### config.mk
export PLATFORM = sky130hd
export DESIGN_NAME = keypad_integer_calculator_unit
export DESIGN_NICKNAME = d
export VERILOG_FILES = /design/src/design/kic_pkg.sv /design/src/design/kic_alu.sv /design/src/design/keypad_integer_calculator_unit.sv
export VERILOG_INCLUDE_DIRS = /design/src /design/src/design
export SDC_FILE = /design/constraint.sdc
export NUM_CORES = 1
export LEC_CHECK = 0
export BUFFER_PORTS_ARGS = -buffer_cell sky130_fd_sc_hd__buf_2
export CAP_MARGIN = 20
export CORE_UTILIZATION = 59
export CTS_BUF_LIST = sky130_fd_sc_hd__clkbuf_2
export CTS_CLUSTER_DIAMETER = 120
export DETAILED_ROUTE_END_ITERATION = 12
export PLACE_DENSITY = 0.75
export SYNTH_ARGS = -nofsm -noshare
export SYNTH_HDL_FRONTEND = slang
export SYNTH_SLANG_ARGS = --single-unit
### constraint.sdc
create_clock -name i_clk -period 4.18 [get_ports i_clk]
set_input_delay 0.209 -clock i_clk [delete_from_list [all_inputs] [get_ports i_clk]]
set_output_delay 0.209 -clock i_clk [all_outputs]
set_load 0.05 [all_outputs]
### src/design/keypad_integer_calculator_unit_macros.svh
// ---------------------------------------------------------------------------
// Assertion macros for the keypad integer calculator
// Implication checks, clocked on i_clk and disabled while i_rst_n is low.
// ---------------------------------------------------------------------------
`ifndef KEYPAD_INTEGER_CALCULATOR_UNIT_MACROS_SVH
`define KEYPAD_INTEGER_CALCULATOR_UNIT_MACROS_SVH

// Same-cycle implication.
`define KIC_ASSERT_IMP(label, ante, cons) \
    label: assert property (@(posedge i_clk) disable iff (!i_rst_n) (ante) |-> (cons)) \
        else $error("keypad calculator check failed");

// Next-cycle implication.
`define KIC_ASSERT_NXT(label, ante, cons) \
    label: assert property (@(posedge i_clk) disable iff (!i_rst_n) (ante) |=> (cons)) \
        else $error("keypad calculator check failed");

`endif

### src/design/kic_pkg.sv
// ---------------------------------------------------------------------------
// Keypad integer calculator package
// Key codes, event codes, operation codes and the arithmetic unit interface.
// ---------------------------------------------------------------------------
package kic_pkg;

    // Key kinds.
    localparam logic [1:0] MODE_DIGIT  = 2'd0;
    localparam logic [1:0] MODE_OPER   = 2'd1;
    localparam logic [1:0] MODE_EQUALS = 2'd2;
    localparam logic [1:0] MODE_CLEAR  = 2'd3;

    // Event kinds reported with each result item.
    localparam logic [1:0] EV_CLEARED = 2'd0;
    localparam logic [1:0] EV_DIGIT   = 2'd1;
    localparam logic [1:0] EV_RESULT  = 2'd2;
    localparam logic [1:0] EV_DIVZERO = 2'd3;

    // Pending operation held between keys.
    localparam logic [2:0] PEND_NONE = 3'd0;
    localparam logic [2:0] PEND_ADD  = 3'd1;
    localparam logic [2:0] PEND_SUB  = 3'd2;
    localparam logic [2:0] PEND_MUL  = 3'd3;
    localparam logic [2:0] PEND_DIV  = 3'd4;
    localparam logic [2:0] PEND_DONE = 3'd5;

    // Decimal base of the entry accumulator.
    localparam logic [3:0] DIGIT_BASE = 4'd10;

    // Arithmetic unit operations.
    typedef logic [1:0] t_alu_op;
    localparam t_alu_op ALU_ADD = 2'd0;
    localparam t_alu_op ALU_MUL = 2'd1;
    localparam t_alu_op ALU_DIV = 2'd2;

    // Request from the key controller to the arithmetic unit.
    typedef struct packed {
        logic    start;
        t_alu_op op;
        logic    cin;
    } t_alu_req;

    // Status from the arithmetic unit.
    typedef struct packed {
        logic busy;
        logic done;
    } t_alu_stat;

endpackage

### src/design/kic_alu.sv
// ---------------------------------------------------------------------------
// Keypad calculator arithmetic unit
// Iterative unit that retires one multiplier or quotient bit per cycle.
// ---------------------------------------------------------------------------
module kic_alu
    import kic_pkg::*;
#(
    parameter int WORD_BITS = 32
) (
    input  logic                 i_clk,
    input  logic                 i_rst_n,
    input  t_alu_req             i_req,
    input  logic [WORD_BITS-1:0] i_a,
    input  logic [WORD_BITS-1:0] i_b,
    input  logic [WORD_BITS-1:0] i_c,
    output t_alu_stat            o_stat,
    output logic [WORD_BITS-1:0] o_result
);

    localparam int CNT_W = $clog2(WORD_BITS);

    localparam logic [2:0] S_IDLE = 3'd0;
    localparam logic [2:0] S_MUL  = 3'd1;
    localparam logic [2:0] S_DABS = 3'd2;
    localparam logic [2:0] S_DIV  = 3'd3;
    localparam logic [2:0] S_DFIX = 3'd4;
    localparam logic [2:0] S_DONE = 3'd5;

    logic [2:0]           r_state, n_state;
    logic [WORD_BITS-1:0] r_acc, n_acc;
    logic [WORD_BITS-1:0] r_m, n_m;
    logic [WORD_BITS-1:0] r_q, n_q;
    logic [WORD_BITS-1:0] r_rem, n_rem;
    logic [CNT_W-1:0]     r_cnt, n_cnt;
    logic                 r_neg, n_neg;
    logic [WORD_BITS:0]   w_shifted;
    logic [WORD_BITS:0]   w_diff;

    // Restoring division trial subtraction.
    assign w_shifted = {r_rem, r_m[WORD_BITS-1]};
    assign w_diff    = w_shifted - {1'b0, r_q};

    // Sequencer for add, shift-and-add multiply and signed division.
    always_comb begin
        n_state = r_state;
        n_acc   = r_acc;
        n_m     = r_m;
        n_q     = r_q;
        n_rem   = r_rem;
        n_cnt   = r_cnt;
        n_neg   = r_neg;
        case (r_state)
            S_IDLE: begin
                if (i_req.start) begin
                    case (i_req.op)
                        ALU_ADD: begin
                            n_acc   = i_a + i_b + {{(WORD_BITS-1){1'b0}}, i_req.cin};
                            n_state = S_DONE;
                        end
                        ALU_MUL: begin
                            n_acc   = i_c;
                            n_m     = i_a;
                            n_q     = i_b;
                            n_state = S_MUL;
                        end
                        ALU_DIV: begin
                            n_m     = i_a;
                            n_q     = i_b;
                            n_state = S_DABS;
                        end
                        default: begin
                            n_state = S_IDLE;
                        end
                    endcase
                end
            end
            S_MUL: begin
                // Stop as soon as no multiplier bits remain.
                if (r_q == '0) begin
                    n_state = S_DONE;
                end else begin
                    if (r_q[0]) begin
                        n_acc = r_acc + r_m;
                    end
                    n_m = {r_m[WORD_BITS-2:0], 1'b0};
                    n_q = {1'b0, r_q[WORD_BITS-1:1]};
                end
            end
            S_DABS: begin
                // Take magnitudes and remember the quotient sign.
                n_neg   = r_m[WORD_BITS-1] ^ r_q[WORD_BITS-1];
                n_m     = r_m[WORD_BITS-1] ? (~r_m + 1'b1) : r_m;
                n_q     = r_q[WORD_BITS-1] ? (~r_q + 1'b1) : r_q;
                n_rem   = '0;
                n_cnt   = '0;
                n_state = S_DIV;
            end
            S_DIV: begin
                // One quotient bit enters at the bottom of the dividend register.
                if (!w_diff[WORD_BITS]) begin
                    n_rem = w_diff[WORD_BITS-1:0];
                    n_m   = {r_m[WORD_BITS-2:0], 1'b1};
                end else begin
                    n_rem = w_shifted[WORD_BITS-1:0];
                    n_m   = {r_m[WORD_BITS-2:0], 1'b0};
                end
                n_cnt = r_cnt + 1'b1;
                if (r_cnt == CNT_W'(WORD_BITS - 1)) begin
                    n_state = S_DFIX;
                end
            end
            S_DFIX: begin
                n_acc   = r_neg ? (~r_m + 1'b1) : r_m;
                n_state = S_DONE;
            end
            S_DONE: begin
                n_state = S_IDLE;
            end
            default: begin
                n_state = S_IDLE;
            end
        endcase
    end

    // Control state.
    always_ff @(posedge i_clk) begin
        if (!i_rst_n) begin
            r_state <= S_IDLE;
        end else begin
            r_state <= n_state;
        end
    end

    // Datapath registers.
    always_ff @(posedge i_clk) begin
        r_acc <= n_acc;
        r_m   <= n_m;
        r_q   <= n_q;
        r_rem <= n_rem;
        r_cnt <= n_cnt;
        r_neg <= n_neg;
    end

    assign o_stat.busy = (r_state != S_IDLE);
    assign o_stat.done = (r_state == S_DONE);
    assign o_result    = r_acc;

endmodule

### src/design/keypad_integer_calculator_unit.sv
// ---------------------------------------------------------------------------
// Keypad integer calculator
// Four-function calculator driven by one key per input item.
// ---------------------------------------------------------------------------
// Each key gives exactly one result item. Operator and clear keys, and equals
// with no operation or with a zero divisor, do not start the arithmetic unit.
// A digit runs the shift-and-add pass that multiplies the entry by ten.
// Equals with add or subtract runs a single add; with multiply the multiplier
// loop retires one bit per cycle and stops once the entry has no bits left;
// with divide the unit retires one quotient bit per cycle plus sign handling.
// A new key is taken once the previous result has moved into the output
// register, so keys are accepted while a result waits to be taken.
module keypad_integer_calculator_unit
    import kic_pkg::*;
#(
    parameter int WORD_BITS = 32
) (
    input  logic               i_clk,
    input  logic               i_rst_n,
    input  logic               i_in_valid,
    output logic               o_in_ready,
    input  logic [1:0]         i_mode,
    input  logic [3:0]         i_digit_value,
    input  logic [1:0]         i_op_code,
    output logic               o_out_valid,
    input  logic               i_out_ready,
    output logic [1:0]         o_event_kind,
    output logic signed [31:0] o_shown_value,
    output logic [3:0]         o_shown_digit,
    output logic               o_display_reset
);

`include "keypad_integer_calculator_unit_macros.svh"

    localparam logic [1:0] ST_IDLE = 2'd0;
    localparam logic [1:0] ST_BUSY = 2'd1;
    localparam logic [1:0] ST_HOLD = 2'd2;

    logic [1:0]           r_state, n_state;
    logic [WORD_BITS-1:0] r_entry, n_entry;
    logic [WORD_BITS-1:0] r_first, n_first;
    logic [2:0]           r_pend, n_pend;
    logic                 r_dest_entry, n_dest_entry;
    logic                 r_out_valid, n_out_valid;

    logic [1:0]           r_res_kind, n_res_kind;
    logic [31:0]          r_res_value, n_res_value;
    logic [3:0]           r_res_digit, n_res_digit;
    logic                 r_res_dreset, n_res_dreset;

    logic [1:0]           r_out_kind, n_out_kind;
    logic [31:0]          r_out_value, n_out_value;
    logic [3:0]           r_out_digit, n_out_digit;
    logic                 r_out_dreset, n_out_dreset;

    t_alu_req             w_req;
    t_alu_stat            w_stat;
    logic [WORD_BITS-1:0] w_alu_a, w_alu_b, w_alu_c, w_alu_result;
    logic [WORD_BITS+31:0] w_first_ext, w_result_ext;
    logic                 w_accept;

    // Zero extension so that the low 32 bits exist at any word width.
    assign w_first_ext  = {32'd0, r_first};
    assign w_result_ext = {32'd0, w_alu_result};

    assign o_in_ready = (r_state == ST_IDLE);
    assign w_accept   = i_in_valid && o_in_ready;

    // Arithmetic unit.
    kic_alu #(
        .WORD_BITS (WORD_BITS)
    ) u_alu (
        .i_clk    (i_clk),
        .i_rst_n  (i_rst_n),
        .i_req    (w_req),
        .i_a      (w_alu_a),
        .i_b      (w_alu_b),
        .i_c      (w_alu_c),
        .o_stat   (w_stat),
        .o_result (w_alu_result)
    );

    // Key decoding, write-back of the arithmetic result and output loading.
    always_comb begin
        n_state      = r_state;
        n_entry      = r_entry;
        n_first      = r_first;
        n_pend       = r_pend;
        n_dest_entry = r_dest_entry;
        n_res_kind   = r_res_kind;
        n_res_value  = r_res_value;
        n_res_digit  = r_res_digit;
        n_res_dreset = r_res_dreset;
        n_out_kind   = r_out_kind;
        n_out_value  = r_out_value;
        n_out_digit  = r_out_digit;
        n_out_dreset = r_out_dreset;
        n_out_valid  = r_out_valid && !i_out_ready;
        w_req        = '0;
        w_alu_a      = '0;
        w_alu_b      = '0;
        w_alu_c      = '0;
        case (r_state)
            ST_IDLE: begin
                if (w_accept) begin
                    n_res_value  = '0;
                    n_res_digit  = '0;
                    n_res_dreset = 1'b0;
                    n_res_kind   = EV_CLEARED;
                    n_state      = ST_HOLD;
                    case (i_mode)
                        MODE_DIGIT: begin
                            // A digit after equals starts a fresh display.
                            if (r_pend == PEND_DONE) begin
                                n_res_dreset = 1'b1;
                                n_pend       = PEND_NONE;
                            end
                            n_res_kind   = EV_DIGIT;
                            n_res_digit  = i_digit_value;
                            n_dest_entry = 1'b1;
                            w_req.start  = 1'b1;
                            w_req.op     = ALU_MUL;
                            w_alu_a      = r_entry;
                            w_alu_b      = {{(WORD_BITS-4){1'b0}}, DIGIT_BASE};
                            w_alu_c      = {{(WORD_BITS-4){1'b0}}, i_digit_value};
                            n_state      = ST_BUSY;
                        end
                        MODE_OPER: begin
                            n_first = r_entry;
                            n_entry = '0;
                            n_pend  = {1'b0, i_op_code} + 3'd1;
                        end
                        MODE_EQUALS: begin
                            n_entry      = '0;
                            n_pend       = PEND_DONE;
                            n_res_kind   = EV_RESULT;
                            n_dest_entry = 1'b0;
                            w_alu_a      = r_first;
                            case (r_pend)
                                PEND_ADD: begin
                                    w_req.start = 1'b1;
                                    w_req.op    = ALU_ADD;
                                    w_alu_b     = r_entry;
                                    n_state     = ST_BUSY;
                                end
                                PEND_SUB: begin
                                    w_req.start = 1'b1;
                                    w_req.op    = ALU_ADD;
                                    w_req.cin   = 1'b1;
                                    w_alu_b     = ~r_entry;
                                    n_state     = ST_BUSY;
                                end
                                PEND_MUL: begin
                                    w_req.start = 1'b1;
                                    w_req.op    = ALU_MUL;
                                    w_alu_b     = r_entry;
                                    n_state     = ST_BUSY;
                                end
                                PEND_DIV: begin
                                    if (r_entry == '0) begin
                                        n_res_kind = EV_DIVZERO;
                                    end else begin
                                        w_req.start = 1'b1;
                                        w_req.op    = ALU_DIV;
                                        w_alu_b     = r_entry;
                                        n_state     = ST_BUSY;
                                    end
                                end
                                default: begin
                                    // No operation pending: show the first operand.
                                    n_res_value = w_first_ext[31:0];
                                end
                            endcase
                        end
                        default: begin
                            n_entry = '0;
                        end
                    endcase
                end
            end
            ST_BUSY: begin
                if (w_stat.done) begin
                    if (r_dest_entry) begin
                        n_entry = w_alu_result;
                    end else begin
                        n_res_value = w_result_ext[31:0];
                    end
                    n_state = ST_HOLD;
                end
            end
            ST_HOLD: begin
                if (!r_out_valid || i_out_ready) begin
                    n_out_kind   = r_res_kind;
                    n_out_value  = r_res_value;
                    n_out_digit  = r_res_digit;
                    n_out_dreset = r_res_dreset;
                    n_out_valid  = 1'b1;
                    n_state      = ST_IDLE;
                end
            end
            default: begin
                n_state = ST_IDLE;
            end
        endcase
    end

    // Control and calculator state.
    always_ff @(posedge i_clk) begin
        if (!i_rst_n) begin
            r_state     <= ST_IDLE;
            r_entry     <= '0;
            r_first     <= '0;
            r_pend      <= PEND_NONE;
            r_out_valid <= 1'b0;
        end else begin
            r_state     <= n_state;
            r_entry     <= n_entry;
            r_first     <= n_first;
            r_pend      <= n_pend;
            r_out_valid <= n_out_valid;
        end
    end

    // Result payload registers.
    always_ff @(posedge i_clk) begin
        r_dest_entry <= n_dest_entry;
        r_res_kind   <= n_res_kind;
        r_res_value  <= n_res_value;
        r_res_digit  <= n_res_digit;
        r_res_dreset <= n_res_dreset;
        r_out_kind   <= n_out_kind;
        r_out_value  <= n_out_value;
        r_out_digit  <= n_out_digit;
        r_out_dreset <= n_out_dreset;
    end

    assign o_out_valid     = r_out_valid;
    assign o_event_kind    = r_out_kind;
    assign o_shown_value   = r_out_value;
    assign o_shown_digit   = r_out_digit;
    assign o_display_reset = r_out_dreset;

    // The arithmetic unit is idle whenever a new key can be taken.
    `KIC_ASSERT_IMP(a_idle_alu, o_in_ready, !w_stat.busy)
    // A finished arithmetic operation always has a key waiting for it.
    `KIC_ASSERT_IMP(a_done_busy, w_stat.done, r_state == ST_BUSY)
    // Starting the unit moves the controller out of idle.
    `KIC_ASSERT_NXT(a_start_busy, w_req.start, r_state == ST_BUSY && w_stat.busy)

endmodule
# Word-level counts from Yosys, hierarchy flattened
# Index checks and enable logic that the tools add are counted.
# word_totals
register_bits,286
in_bits,12
out_inout_bits,41
elab_cells,175
# classes
addsub,8
eq_ne,33
muxes,70
bitwise_logic,4
reduce_logical,37
# op_table
operator,n
2-to-1 mux 32 bit,27
one-hot mux 32 bit (2 select lines),6
one-hot mux 32 bit (3 select lines),3
one-hot mux 32 bit (4 select lines),1
NOT 32 bit,3
adder 32 x 1 -> 32 bit (second input constant),2
adder 32 bit,2
logical NOT 32 bit,2
subtractor 33 x 32 -> 33 bit,1
adder 32 x 1 -> 32 bit,1
one-hot mux 3 bit (3 select lines),3
2-to-1 mux 4 bit,5
AND reduction 5 bit,4
!= test 2 x 1 -> 1 bit (second input constant),8
AND reduction 4 bit,4
2-to-1 mux 3 bit,5
one-hot mux 3 bit (5 select lines),1
!= test 2 bit (second input constant),7
equality test 3 x 2 -> 1 bit (second input constant),4
equality test 3 bit (second input constant),4
one-hot mux 2 bit (2 select lines),3
AND reduction 3 bit,4
one-hot mux 5 bit (2 select lines),1
nonzero test 3 bit,3
24 further kinds,48

# Longest topological paths before layout
# Gate-level depths: netlist (run 1).
# depth
depth_word,11
ltp_mapped,20
mapped_depth_nobuf,20

# Modules after synthesis
# From an unflattened synthesis (run 1), not the netlist that was laid out.
# hier_totals
hier_cells,2203
hier_area_um2,20438.4
# modules_own_cells
module,n_inst,cells_per_inst,area_per_inst_um2,seq_area_each_um2
kic_alu,1,1590,13419.1,4083.9
keypad_integer_calculator_unit,1,613,7019.2,3773.6

# Least setup slack after synthesis (run 1)
# OpenSTA, ideal clock, no wires.
# synth_path
kind,reg-to-reg
from,reg r_state[0]
to,reg u_alu.r_acc[21] (netlist: u_alu.o_result[21]) (data pin)
setup_time_ns,0.267
arrival_ns,4.521
required_ns,3.913
path_slack_ns,-0.608
path_stages_with_launch,19
path_buffers,2
synth_period_minus_slack_ns,4.788
cell_sequence,dfxtp_1 nor2_1 nand2_1 inv_1 nand3_1 clkbuf_1 clkbuf_1 nor2_1 ha_1 a21oi_1 o21a_1 a31oi_1 a311o_1 o31ai_4 o21bai_1 a21o_1 a221oi_1 xor2_1 o21ai_1
# synth_via
elab_chain_len,9
word_cells_on_any_way,15
cone_classes,add/sub: 2; eq/ne: 1; mux: 9; reduce/logical: 3
# synth_rtl
item,line,source
"start, declared",keypad_integer_calculator_unit.sv:39,"logic [1:0] r_state, n_state;"
"start signal, assigned",keypad_integer_calculator_unit.sv:216,r_state <= n_state;
logical NOT 2 bit *,keypad_integer_calculator_unit.sv:66,assign o_in_ready = (r_state == ST_IDLE);
named net o_in_ready,keypad_integer_calculator_unit.sv:21,"output logic o_in_ready,"
logical AND 1 bit,keypad_integer_calculator_unit.sv:67,assign w_accept = i_in_valid && o_in_ready;
2-to-1 mux 32 bit,keypad_integer_calculator_unit.sv:105,if (w_accept) begin
2-to-1 mux 32 bit,keypad_integer_calculator_unit.sv:103,case (r_state)
adder 32 bit,kic_alu.sv:57,"n_acc = i_a + i_b + {{(WORD_BITS-1){1'b0}}, i_req.cin};"
adder 32 x 1 -> 32 bit,kic_alu.sv:57,
one-hot mux 32 bit (2 select lines) *,kic_alu.sv:55,case (i_req.op)
2-to-1 mux 32 bit *,kic_alu.sv:54,if (i_req.start) begin
one-hot mux 32 bit (3 select lines) *,kic_alu.sv:52,case (r_state)
named net u_alu.n_acc[21],kic_alu.sv:30,"logic [WORD_BITS-1:0] r_acc, n_acc;"
"end signal, assigned",kic_alu.sv:136,r_acc <= n_acc;
"end, declared",kic_alu.sv:30,
# The timed path passes the listed nets; every way through them passes the cells marked *. The select of a mux whose other input is x is not followed.
# A chain may end at the register's enable or synchronous reset.

# Worst setup path in the final report (run 1)
# layout_path
from,reg r_entry[27]
to,reg u_alu.r_acc[25] (netlist: u_alu.o_result[25]) (data pin)
# layout_via
elab_chain_len,11
word_cells_on_any_way,18
cone_classes,add/sub: 2; eq/ne: 1; mux: 13; reduce/logical: 2
# layout_rtl
item,line,source
"start, declared",keypad_integer_calculator_unit.sv:40,"logic [WORD_BITS-1:0] r_entry, n_entry;"
"start signal, assigned",keypad_integer_calculator_unit.sv:217,r_entry <= n_entry;
logical NOT 32 bit *,keypad_integer_calculator_unit.sv:160,if (r_entry == '0) begin
2-to-1 mux 32 bit,keypad_integer_calculator_unit.sv:160,
one-hot mux 32 bit (3 select lines),keypad_integer_calculator_unit.sv:139,case (r_pend)
one-hot mux 32 bit (2 select lines),keypad_integer_calculator_unit.sv:111,case (i_mode)
2-to-1 mux 32 bit,keypad_integer_calculator_unit.sv:105,
2-to-1 mux 32 bit,keypad_integer_calculator_unit.sv:103,
adder 32 bit,kic_alu.sv:57,
adder 32 x 1 -> 32 bit,kic_alu.sv:57,
one-hot mux 32 bit (2 select lines) *,kic_alu.sv:55,
2-to-1 mux 32 bit *,kic_alu.sv:54,
one-hot mux 32 bit (3 select lines) *,kic_alu.sv:52,
named net u_alu.n_acc[25],kic_alu.sv:30,
# Marks and branches as above.

==> results of run 1 <==
## cell usage after synthesis, drive strengths merged (32+ instances only)
cell	number
a22o	32
edfxtp	213
a21oi	153
o21ai	107
nand3	54
xor2	55
ha	108
a22oi	79
inv	92
clkbuf	100
xnor2	105
a21o	45
nand2	215
nor2	238
dfxtp	73
a21boi	70
## per-layer routing
| metal | vias to the layer above | GRT usage | wire (µm) | part of all wire |
|---|---|---|---|---|
| li1 | 8266 | - | - | - |
| met1 | 8256 | 0.480 | 24300 | 0.42 |
| met2 | 967 | 0.535 | 25700 | 0.44 |
| met3 | 145 | 0.0822 | 6340 | 0.11 |
| met4 | 0 | 0.147 | 2040 | 0.035 |
| met5 | - | 0 | 0 | 0 |
## path summary, 6_finish.rpt
path | slack, ps | from | cells past startpoint | end
worst max-delay path | -180 | r_entry[27] | 20 | u_alu.o_result[25]
worst min-delay path | 180 | i_digit_value[1] | 4 | u_alu.o_result[1]
worst max register to register | -180 | r_entry[27] | 20 | u_alu.o_result[25]
worst min register to register | 410 | r_res_value[15] | 0 | o_shown_value[15]
## critical path, stage by stage (launching register included)
cell	delay, ps
dfxtp_2	350
nor4_4	310
nand4_1	270
nor2_4	230
o22ai_4	120
buf_8	190
nand2_1	70
o21ai_0	70
a31oi_1	190
nor2_1	80
ha_1	330
o211ai_1	170
a31oi_2	180
a311o_1	370
o311ai_2	230
buf_4	190
nand2_4	50
a21o_1	170
a21oi_2	120
xor2_1	170
o221ai_1	120
## power by group
part	switching, W	total [W]	internal (W)
Sequential	0.000129	0.00333	0.00320
Clock	0.00129	0.00202	0.000731
Combinational	0.000765	0.00120	0.000437
Total	0.00218	0.00655	0.00437
## final cells by class
class,count,area share
diodes,1,0.000112
clock buffers,109,0.0244
clock inverters,29,0.00666
inverters,93,0.0156
multi-input cells,1628,0.490
flip-flops and latches,286,0.351
well taps,435,0.0243
repair buffers,254,0.0870
## layout by cell type, fill, tap and decap left out, types with 18 or more instances in the layout
cell             n
nor2_1         230
nand2_1        213
edfxtp_1       213
buf_4          167
a21oi_1        141
clkbuf_2       109
ha_1           107
xnor2_1        100
inv_1           88
o21ai_0         88
a22oi_1         76
dfxtp_1         72
a21boi_0        70
nand3_1         54
xor2_1          53
buf_2           52
a21o_1          45
a22o_1          32
mux2i_1         28
dlygate4sd3_1   25
nor3_1          24
or3_1           20
nand2b_1        19
a211oi_1        18
## cells by family after synthesis
family,count (synthesis),share of synthesized area
AOI/OAI and AO/OA,652,0.229
buffers and inverters,210,0.0424
and+or+nand+nor,674,0.159
muxes,30,0.0157
adders and majority gates,112,0.0740
DFF,286,0.406
xor gates and xnor gates,160,0.0738
## timing repair
item,in CTS,in global routing
setup endpoints to repair,19,18
hold buffers,25,0
setup buffers,8,6
hold endpoints to repair,164,0
pin swaps,34,22
resized for setup,34,23
cloned,0,0
## registers in the layout, indices dropped and copies added (netlist names), 3 cells and up
signal          flops
o_shown_digit       4
r_res_digit         4
r_pend              3
u_alu.r_cnt         5
o_shown_value      32
r_entry            32
r_first            32
u_alu.r_rem        32
u_alu.r_q          32
u_alu.r_m          32
u_alu.r_state       3
u_alu.o_result     32
r_res_value        32
## metrics by stage
stage          area (µm²)   util
6_report            22400  0.701
3_3_place_gp        21000  0.660
5_1_grt             22400  0.701
2_1_floorplan       19400      -
3_5_place_dp        21000  0.660
4_1_cts             22200  0.695
==> impl_metrics.tcl, run 1 <==
set metrics [dict create \
    synth_cell_types 85 \
    antenna_found_initial 1 \
    hpwl_mm 42.7 \
    postSynthCellCount 2124 \
    fill_cells 2509 \
    synth_enable_flop_cells 213 \
    power_w 0.00655 \
    seq_area_frac_synth 0.406 \
    io_buffers 52 \
    p_leak_nw 8.76 \
    place_ws_ps -537 \
    fin_crit_sh 1.04 \
    synthTopCellsByArea "edfxtp_1, dfxtp_1, ha_1" \
    status "finished with violations" \
    finalHoldViolations 0 \
    ys_warn_count 0 \
    syn_area_um2 19300 \
    ys_async_sr_fraction 0 \
    h-tree-depth 3 \
    setup_ws_ps -185 \
    pwr_density_cell_nw_per_um2 293 \
    crit_arrival_ps 5010 \
    wl_mm 58.4 \
    top_level_ports 53 \
    clk_pin_slew_worst_paths_ps 100 \
    place.gp.congestion 0.981 \
    synth.top_cell.area_share 0.331 \
    finalCriticalPeriod_ps 4360 \
    crit_required_ps 4820 \
    cts.sinks 286 \
    cts_max_path_buffers 3 \
    final_antenna_net_count 0 \
    slew_headroom 0.305 \
    multi_input_area_um2 11000 \
    grt_pass1_wl_mm 91.0 \
    synth.avg_cell_area_um2 9.11 \
    viasPerCell 6.22 \
    die_area_um2 33500 \
    grt_max_degree 74 \
    rsz0062_at_grt "true" \
    start_util 0.607 \
    fmax_mhz 229 \
    layout.cells.non_filler 2835 \
    die_h_um 183 \
    drc 0 \
    ys_ff_latch 286 \
    die_w_um 183 \
    end_kind "flop" \
    worst_pin_slew_ps 1040 \
    overflow 0 \
    vias 17600 \
    core_area_um2 31900 \
    ir_worst_vdd_mv 0.200 \
    area_delta_synth_final_pct 15.6 \
    cts_tree "yes" \
    finalNetCount 2466 \
    seqCellArea_um2 7860 \
    slew_viol_final 0 \
    cts-root-buf "clkbuf_2" \
    ys.flop_type "edfxtp_1" \
    drt-initial-drc-count 2307 \
    cts_buffers 79 \
    rows 65 \
    grt_pass1_vias 17000 \
    cp_max_fo 29 \
    clock_skew_ps 85.1 \
    critPathLaunchType "flop" \
    synth_top_cell_by_area "edfxtp_1" \
    clk_latency_ps 1020 \
    max_cap_violations 0 \
    setup_viol 11 \
    violations "setup timing" \
    finalSetupTns_ps -1420 \
    syn-num-nets 2248 \
    criticalPathCategory "reg -> reg" \
    firstDrtPassIters 7 \
    dp.cells 2659 \
    grtUsageTotal 0.351 \
    post_drt_wl_per_cell_um 20.6 \
    whs_ps 178 \
    drive_above_1_share 0.180 \
    hold_path_class "in -> reg" \
]
(Power assumes the default switching activity.)
==> inputs of run 2 (changes only) <==
- RECOVER_POWER: not set -> 50
==> run 2 against run 1 <==
The run ends with capacitance limit, slew limit, setup timing left; cell area is 0.57% lower; critical path depth unchanged; global-route usage is the same.
==> impl_metrics.tcl, run 2 (synthesis results as in run 1) <==
set metrics [dict create \
    p_switching_w 0.00218 \
    drc 0 \
    grt_max_degree 74 \
    worst_pin_slew_ps 1670 \
    grt_pass1_vias 17000 \
    clk_pin_slew_worst_paths_ps 110 \
    ir_worst_vdd_mv 0.199 \
    grtUsageTotal 0.351 \
    antenna_found_initial 1 \
    fmax_mhz 229 \
    setup_viol 11 \
    start_util 0.607 \
    hpwl_mm 42.7 \
    io_buffers 52 \
    firstDrtPassIters 9 \
    finalCriticalPeriod_ps 4370 \
    drive_above_1_share 0.158 \
    seqCellArea_um2 7860 \
    final_common_cell "nor2_1" \
    core_area_um2 31900 \
    criticalPathCategory "reg -> reg" \
    status "finished with violations" \
    place.gp.congestion 0.981 \
    h-tree-depth 3 \
    slew_viol_final 66 \
    p_comb_frac 0.181 \
    power_frac_seq 0.510 \
    cts_buffers 79 \
    cts_max_path_buffers 3 \
    final_cell_mix "nor2_1, nand2_1, edfxtp_1" \
    die_h_um 183 \
    violations "capacitance limit, slew limit, setup timing" \
    cts_tree "yes" \
    cts.sinks 286 \
    power_w 0.00653 \
    rows 65 \
    fill_cells 2549 \
    slowest_stage "a311o_1" \
    post_drt_wl_per_cell_um 20.6 \
    area_delta_synth_final_pct 14.9 \
    place_ws_ps -537 \
    fin_util 0.697 \
    end_kind "flop" \
    vias 17700 \
    finalHoldViolations 0 \
    p_leak_nw 8.59 \
    die_area_um2 33500 \
    clk_latency_ps 1010 \
    worstPathCellList "nor4_2, nand4_1, nor2_4, o22ai_4, buf_8, nand2_1, o21ai_0, a31oi_1, nor2_1, ha_1, o211ai_1, a31oi_2, a311o_1, o311ai_2, buf_4, nand2_4, a21o_1, a21oi_2, xor2_1, o221ai_1" \
    fin_crit_sh 1.04 \
    finalNetCount 2466 \
    die_w_um 183 \
    cp_max_fo 29 \
    clockPowerShare 0.309 \
    pwr_density_cell_nw_per_um2 294 \
    crit_arrival_ps 5010 \
    slew_headroom -0.116 \
    top_level_ports 53 \
    crit_required_ps 4830 \
    overflow 0 \
    setup_ws_ps -185 \
    max_cap_violations 2 \
    cts-root-buf "clkbuf_2" \
    grt_pass1_wl_mm 91.0 \
    rsz0062_at_grt "true" \
    dp.cells 2659 \
    drt-initial-drc-count 2260 \
    slowest_delay_ps 370 \
    swShare 0.333 \
    hold_path_class "in -> reg" \
    layout.cells.non_filler 2835 \
    multi_input_area_um2 10900 \
    final_antenna_net_count 0 \
    viasPerCell 6.24 \
    critPathLaunchType "flop" \
    clock_skew_ps 76.7 \
    p_int_w 0.00436 \
    wl_mm 58.5 \
]
## run 2: power by group through the flow
stage / clock, W / combinational (W) / sequential (W)
after floorplan: 0 / 0.000746 / 0.00341
after global placement: 0 / 0.00111 / 0.00338
after detailed placement: 0 / 0.00113 / 0.00339
after CTS: 0.00206 / 0.00116 / 0.00332
after global routing: 0.00218 / 0.00128 / 0.00334
final: 0.00202 / 0.00118 / 0.00333
## run 2: worst max-delay path, delay by kind of cell, from the launching register on
kind,cells,cell delay (ps)
adders and majority gates,1,340
xor gates and xnor gates,1,170
DFF,1,330
AOI/OAI and AO/OA,10,1750
buffers and inverters,2,380
and+or+nand+nor,6,1020
## run 2: per-stage QoR
stage	setup TNS (ps)	hold WS [ps]	cell area, µm²
global placement	-5740	400	21000
finish	-1350	175	22200
detailed placement	-6380	405	21000
global route	-4320	199	22200
CTS	-911	87.6	22200
floorplan	0	396	19400
## run 2: cell type report
type	count	area share
Multi-Input combinational cell	1628	0.492
Sequential cell	286	0.354
Timing Repair Buffer	254	0.0827
Clock buffer	109	0.0245
Tap cell	435	0.0245
Inverter	93	0.0157
Clock inverter	29	0.00670
Antenna cell	1	0.000113
## run 2: repair_timing
item / 4_1_cts / 5_1_grt
setup endpoints to repair: 19 / 18
hold endpoints to repair: 164 / 0
pin swaps: 34 / 22
gates cloned: 0 / 0
buffers inserted: 8 / 6
resized for setup: 34 / 23
hold buffers: 25 / 0
## run 2: path summary, 6_finish.rpt
| check | end | slack, ps | startpoint | cells after the start |
|---|---|---|---|---|
| max | u_alu.o_result[25] | -190 | r_entry[13] | 20 |
| min | u_alu.o_result[1] | 180 | i_digit_value[1] | 4 |
| max reg2reg | u_alu.o_result[25] | -190 | r_entry[13] | 20 |
| min reg2reg | o_shown_digit[1] | 410 | r_res_digit[1] | 0 |
## run 2: per-layer routing
metal  global-route usage  wire [µm]  share of wire  vias up
met2                0.535      25600           0.44      953
met1                0.480      24300           0.41     8341
li1                     -          -              -     8253
met4                0.147       2070          0.035        0
met3               0.0822       6520           0.11      156
met5                    0          0              0        -
